### config.mk
export PLATFORM = sky130hd
export DESIGN_NAME = q2e_isqrt_cell
export DESIGN_NICKNAME = d
export VERILOG_FILES = /design/src/q2e_pkg.sv /design/src/q2e_isqrt_cell.sv
export SDC_FILE = /design/constraint.sdc
export NUM_CORES = 1
export LEC_CHECK = 0
export BUFFER_PORTS_ARGS = -buffer_cell sky130_fd_sc_hd__buf_2
export CORE_ASPECT_RATIO = 0.7
export CORE_MARGIN = 1.5
export CORE_UTILIZATION = 55
export DETAILED_ROUTE_END_ITERATION = 6
export GPL_TIMING_DRIVEN = 0
export PLACE_DENSITY = 0.9
export SLEW_MARGIN = 5
export SYNTH_ARGS = -nofsm -noshare
export SYNTH_HDL_FRONTEND = slang
export SYNTH_SLANG_ARGS = --single-unit
### constraint.sdc
create_clock -name clk -period 8.3 [get_ports clk]
set_input_delay 0.415 -clock clk [delete_from_list [all_inputs] [get_ports clk]]
set_output_delay 0.415 -clock clk [all_outputs]
set_load 0.03 [all_outputs]
### src/q2e_pkg.sv
// Shared constants, types and the arctangent table of the quaternion to Euler angle unit.
`default_nettype none

package q2e_pkg;

	// Output angle width and number of CORDIC rotation cells per angle
	localparam int ANGLE_BITS    = 16;
	localparam int CORDIC_STAGES = 16;

	// Datapath widths
	localparam int Q_W       = 16;  // one quaternion component, Q1.14
	localparam int PROD_W    = 32;  // product of two components
	localparam int SUM_W     = 34;  // numerators, denominators and sine of pitch, 28 fraction bits
	localparam int MAG_W     = 28;  // magnitude of an unclamped sine of pitch
	localparam int SQ_W      = 2 * MAG_W;
	localparam int RN_W      = SQ_W + 1;  // radicand, up to 2^56
	localparam int RES_W     = RN_W + 1;  // partial root with headroom for root plus bit
	localparam int ROOT_W    = MAG_W + 1; // final root, up to 2^28
	localparam int ISQ_STEPS = (RN_W + 1) / 2;
	localparam int CX_W      = 37;  // CORDIC vector, room for gain and pre-rotation
	localparam int CZ_W      = 35;  // CORDIC angle, 2^32 is a full turn
	localparam int IDX_W     = 5;   // cell index into the arctangent table

	localparam int ANGLE_SHIFT = 32 - ANGLE_BITS;

	localparam int IN_TDATA_W  = 4 * Q_W;
	localparam int OUT_TDATA_W = ((3 * ANGLE_BITS + 1 + 7) / 8) * 8;

	localparam logic signed [SUM_W-1:0] ONE_Q28    = SUM_W'(1) << 28;
	localparam logic signed [CZ_W-1:0]  HALF_PI    = CZ_W'(1) << 30;
	localparam logic signed [CZ_W-1:0]  ROUND_HALF = (CZ_W'(1) << ANGLE_SHIFT) >> 1;

	// Vector handed from one CORDIC cell to the next
	typedef struct packed {
		logic signed [CX_W-1:0] x;
		logic signed [CX_W-1:0] y;
		logic signed [CZ_W-1:0] z;
		logic                   zero;  // input vector was (0, 0)
	} cv_t;

	// Radicand and partial root handed from one square root cell to the next
	typedef struct packed {
		logic [RN_W-1:0]  n;
		logic [RES_W-1:0] res;
	} sq_t;

	// Terms that wait beside the square root chain
	typedef struct packed {
		logic signed [SUM_W-1:0] roll_num;
		logic signed [SUM_W-1:0] roll_den;
		logic signed [SUM_W-1:0] yaw_num;
		logic signed [SUM_W-1:0] yaw_den;
		logic signed [SUM_W-1:0] sp;
		logic                    sat_pos;
		logic                    sat_neg;
	} side_t;

	// round(atan(2^-k) * 2^32 / (2*pi))
	function automatic logic [31:0] atan_entry(input logic [IDX_W-1:0] k);
		logic [31:0] a;
		case (k)
			5'd0:    a = 32'h20000000;
			5'd1:    a = 32'h12E4051E;
			5'd2:    a = 32'h09FB385B;
			5'd3:    a = 32'h051111D4;
			5'd4:    a = 32'h028B0D43;
			5'd5:    a = 32'h0145D7E1;
			5'd6:    a = 32'h00A2F61E;
			5'd7:    a = 32'h00517C55;
			5'd8:    a = 32'h0028BE53;
			5'd9:    a = 32'h00145F2F;
			5'd10:   a = 32'h000A2F98;
			5'd11:   a = 32'h000517CC;
			5'd12:   a = 32'h00028BE6;
			5'd13:   a = 32'h000145F3;
			5'd14:   a = 32'h0000A2FA;
			5'd15:   a = 32'h0000517D;
			5'd16:   a = 32'h000028BE;
			5'd17:   a = 32'h0000145F;
			5'd18:   a = 32'h00000A30;
			5'd19:   a = 32'h00000518;
			5'd20:   a = 32'h0000028C;
			5'd21:   a = 32'h00000146;
			5'd22:   a = 32'h000000A3;
			5'd23:   a = 32'h00000051;
			5'd24:   a = 32'h00000029;
			5'd25:   a = 32'h00000014;
			5'd26:   a = 32'h0000000A;
			5'd27:   a = 32'h00000005;
			5'd28:   a = 32'h00000003;
			5'd29:   a = 32'h00000001;
			5'd30:   a = 32'h00000001;
			default: a = 32'h00000000;
		endcase
		return a;
	endfunction

endpackage

`default_nettype wire

### src/q2e_isqrt_cell.sv
// One digit step of the pipelined integer square root.
`default_nettype none

module q2e_isqrt_cell (
	input  wire logic                      clk,
	input  wire logic                      en,
	input  wire logic [q2e_pkg::IDX_W-1:0] idx,  // bit under test is 4^idx
	input  wire q2e_pkg::sq_t              d,
	output q2e_pkg::sq_t                   q
);

	logic [q2e_pkg::RES_W-1:0] bitv;
	logic [q2e_pkg::RES_W-1:0] trial;
	logic [q2e_pkg::RES_W-1:0] n_ext;
	logic [q2e_pkg::RES_W-1:0] n_left;
	q2e_pkg::sq_t              nxt;
	q2e_pkg::sq_t              q_q;

	// Try root plus bit against the remaining radicand
	always_comb begin
		bitv   = q2e_pkg::RES_W'(1) << {idx, 1'b0};
		trial  = d.res + bitv;
		n_ext  = {1'b0, d.n};
		n_left = n_ext - trial;
		if (n_ext >= trial) begin
			nxt.n   = n_left[q2e_pkg::RN_W-1:0];
			nxt.res = (d.res >> 1) + bitv;
		end else begin
			nxt.n   = d.n;
			nxt.res = d.res >> 1;
		end
	end

	// Hand the step to the next cell
	always_ff @(posedge clk) begin
		if (en) begin
			q_q <= nxt;
		end
	end

	assign q = q_q;

endmodule

`default_nettype wire

Word-level counts from Yosys, hierarchy flattened
Cells that the tools add are included.

$add $sub $neg: 3. $lt $le $gt $ge: 1. Shifts and indexed selects: 1. Mux-type cells: 1.

Operators by type and width (number): $mux 115 (1); $add 57x58->58 (1); $add 58x58->58 (1); $ge 57x58->1 (1); $shl 1x6->58 const A (1); $sub 57x57->57 (1).

Flip-flop bits (word level): 115. Output and inout port bits: 115.

Logic depth before layout (Yosys ltp)
Depth after elaboration: 4. Gate-level depth with buffers: 33.

Worst setup path before layout
OpenSTA, ideal clock, no wires.

Path type: input-to-reg. Start point: in idx[2] (netlist name). End point: reg q_q, in the netlist q[50] (data pin). Arrival time: 6151 ps. Required time: 8041 ps. Setup slack: 1890 ps. Stages on the path: 30. Path buffers: 7. Cell sequence: buf_2 -> or2_1 -> buf_2 -> clkbuf_1 -> nor2_1 -> ha_1 -> a21oi_1 -> nor4_1 -> or3_1 -> a21o_1 -> a41oi_1 -> a211oi_1 -> a21o_1 -> a32o_1 -> nand3_1 -> nand2_1 -> xnor2_1 -> ha_1 -> clkbuf_1 -> nand4_1 -> nor4_1 -> a31oi_1 -> o21ai_0 -> a21oi_1 -> o21ai_1 -> nand3_1 -> buf_4 -> buf_6 -> buf_6 -> o31a_1.

RTL lines: start, declared (line q2e_isqrt_cell.sv:7) `input wire logic [q2e_pkg::IDX_W-1:0] idx,`; end signal, assigned (line q2e_isqrt_cell.sv:37) `q_q <= nxt;`; end, declared (line q2e_isqrt_cell.sv:17) `q2e_pkg::sq_t q_q;`.

==> reports/metrics.csv <==
metric;value;unit
report.power.total;0.00232;W
cts_setup_buffers;0;
crit_family;compound AO/OA/AOI/OAI gates;
synthArstFlopShare;0;%
p_clk_share;32.0;%
antenna_found_initial;5;
power.density;157;nW/um2
max_freq;126;MHz
cts_htree_levels;4;
ys.flop_type;edfxtp_1;
synth_edf_count;115;
avgSynthCellArea;8.16;um2
p_seq_share;31.6;%
hold_depth;3;
critPathLaunchType;input pin;
worstPathArrival;8.07;ns
grt_pass1_wl;65.7;mm
root_buffer;clkbuf_16;
holdBufCountCts;0;
swShare;37.2;%
io_buffer_count;219;
fp.dieH;130;um
grt_max_degree;61;
io_pins;237;
slew_viol_final;0;
power.switching;0.000864;W
final_cell_mix;233 x buf_2, 194 x nand2_1, 152 x o21ai_0;
grt_pass1_vias;12200;
ant_nets;0;
dpl_cell_area;14200;um2
critical_path.slowest_cell;nor4_1;
drt_iter0_drc;1645;
drive_above_1_share;17.6;%
internal-power;0.00146;W
clkTransAtPathRegs;0.07;ns
crit_type;in -> reg;
hold_violations;0;
crit_buf_inv;6;
synthesis.nets;1770;
status;complete, no violations;
worstMarginPinSlew;0.768;ns
end_kind;register;
finalInstanceArea;14800;um2
rows;46;
rsz0062_at_grt;false;
largest_reg_flops;115;
first_pass_iters;6;
cts_sinks;115;
slowest_delay;0.59;ns
finalCritPeriodShare;95.4;%
maxCapViolCount;0;
synth_seq_area_share;27.3;%
yosysWarnings;0;
setup_viol;0;
viasPerCell;6.32;
nNetsFinal;2009;
max-slew-margin-rel;48.8;%
hold_class;in -> reg;
netlist_area;12600;um2
vdd_ir_drop_max;144;uV
groute.usage.overall;36.1;%
coreArea;22600;um2
p_leak;6.09;nW
drc;0;
cp.depth;29;
fp.dieW;184;um
final_common_cell;buf_2;
post_drt_wl_per_cell;20.5;um
critPathMaxFanout;10;
grt_overflow;0;
cts_tree;done;
ys_ff_latch;115;
cp_data_required_time;8.45;ns
cts_buffer_depth;2;
finalWirelength;43.5;mm
yosys.cell_types.count;80;
place_hpwl;34.7;mm
p_comb_share;36.4;%
area_growth;16.7;%
die_area;23900;um2
num_vias;13400;
period_needed;7.92;ns
place_congestion;1.02;
cts-buffers-inserted;17;
start_util;55.9;%
final_util;65.2;%
syn-instance-count;1550;
==> power by group through the flow <==
stage	clock network, W	registers [W]	logic (W)
after CTS	0.000752	0.000735	0.000824
after floorplan	0	0.000876	0.000433
after detailed placement	0	0.000746	0.000819
after global routing	0.000771	0.000740	0.000909
final	0.000745	0.000735	0.000845
after global placement	0	0.000746	0.000801
==> through the flow <==
stage / TNS (ns) / hold slack, ns / worst slack (ns) / instances
after global routing: 0 / 0.279 / 0.0698 / 2113
after floorplan: 0 / 0.527 / 1.89 / 1550
final: 0 / 0.271 / 0.383 / 2118
after CTS: 0 / 0.246 / 0.124 / 2113
after global placement: -7.08 / 0.717 / -0.259 / 2081
after detailed placement: -10.11 / 0.711 / -0.323 / 2082
==> final cells by class <==
class | count | area (um2)
clock inverters | 12 | 140
multi-input cells | 1319 | 8710
inverters | 34 | 128
fillers | 1951 | 7860
repair buffers | 220 | 1130
clock buffers | 19 | 433
plain buffers | 82 | 367
flip-flops and latches | 115 | 3450
well taps | 312 | 390
diodes | 5 | 12.5
==> synthesized netlist by cell type (all sizes together) (6+ instances only) <==
cell / instances / area, um2
ha: 97 / 1210
nor3: 29 / 145
mux2: 11 / 124
nand3: 45 / 230
a21boi: 10 / 75.1
nor2: 118 / 443
edfxtp: 115 / 3450
a211oi: 13 / 97.6
a21oi: 98 / 498
nand4: 33 / 206
a31o: 12 / 105
o21bai: 26 / 195
o21a: 18 / 135
xnor2: 93 / 822
a21o: 49 / 368
or3: 14 / 92.6
nor4: 10 / 68.8
and2: 15 / 93.8
a31oi: 38 / 238
o211ai: 7 / 52.6
nor2b: 12 / 75.1
o31ai: 17 / 169
nand2b: 13 / 81.3
nand2: 194 / 728
inv: 34 / 128
a41oi: 6 / 52.6
xor2: 86 / 753
and3: 16 / 100
buf: 25 / 150
or2: 7 / 43.8
o21ai: 155 / 779
clkbuf: 57 / 214
==> final timing paths <==
check / start / to / slack [ns]
setup / recovery: idx[2] / q[28] / 0.38
hold / removal: d[112] / q[112] / 0.27
==> kinds of logic after synthesis <==
family | synth area share (%)
muxes | 1.14
xor gates and xnor gates | 12.5
and+or+nand+nor | 20.1
DFF | 27.3
AOI/OAI and AO/OA | 25.0
adders and majority gates | 10.1
buffers and inverters | 3.89
==> metal layers <==
metal / vias to the layer above / routed length, um / track usage (%)
met1: 6173 / 19100 / 51.3
met2: 874 / 17000 / 50.3
met5: - / 36 / 0
met4: 6 / 1600 / 15.5
met3: 116 / 5780 / 10.9
li1: 6227 / - / -
==> repair_timing <==
action,4_1_cts,5_1_grt
setup endpoints to repair,0,107
resized for setup,0,7
hold endpoints to repair,0,0
Power figures use the tool's default switching activity.
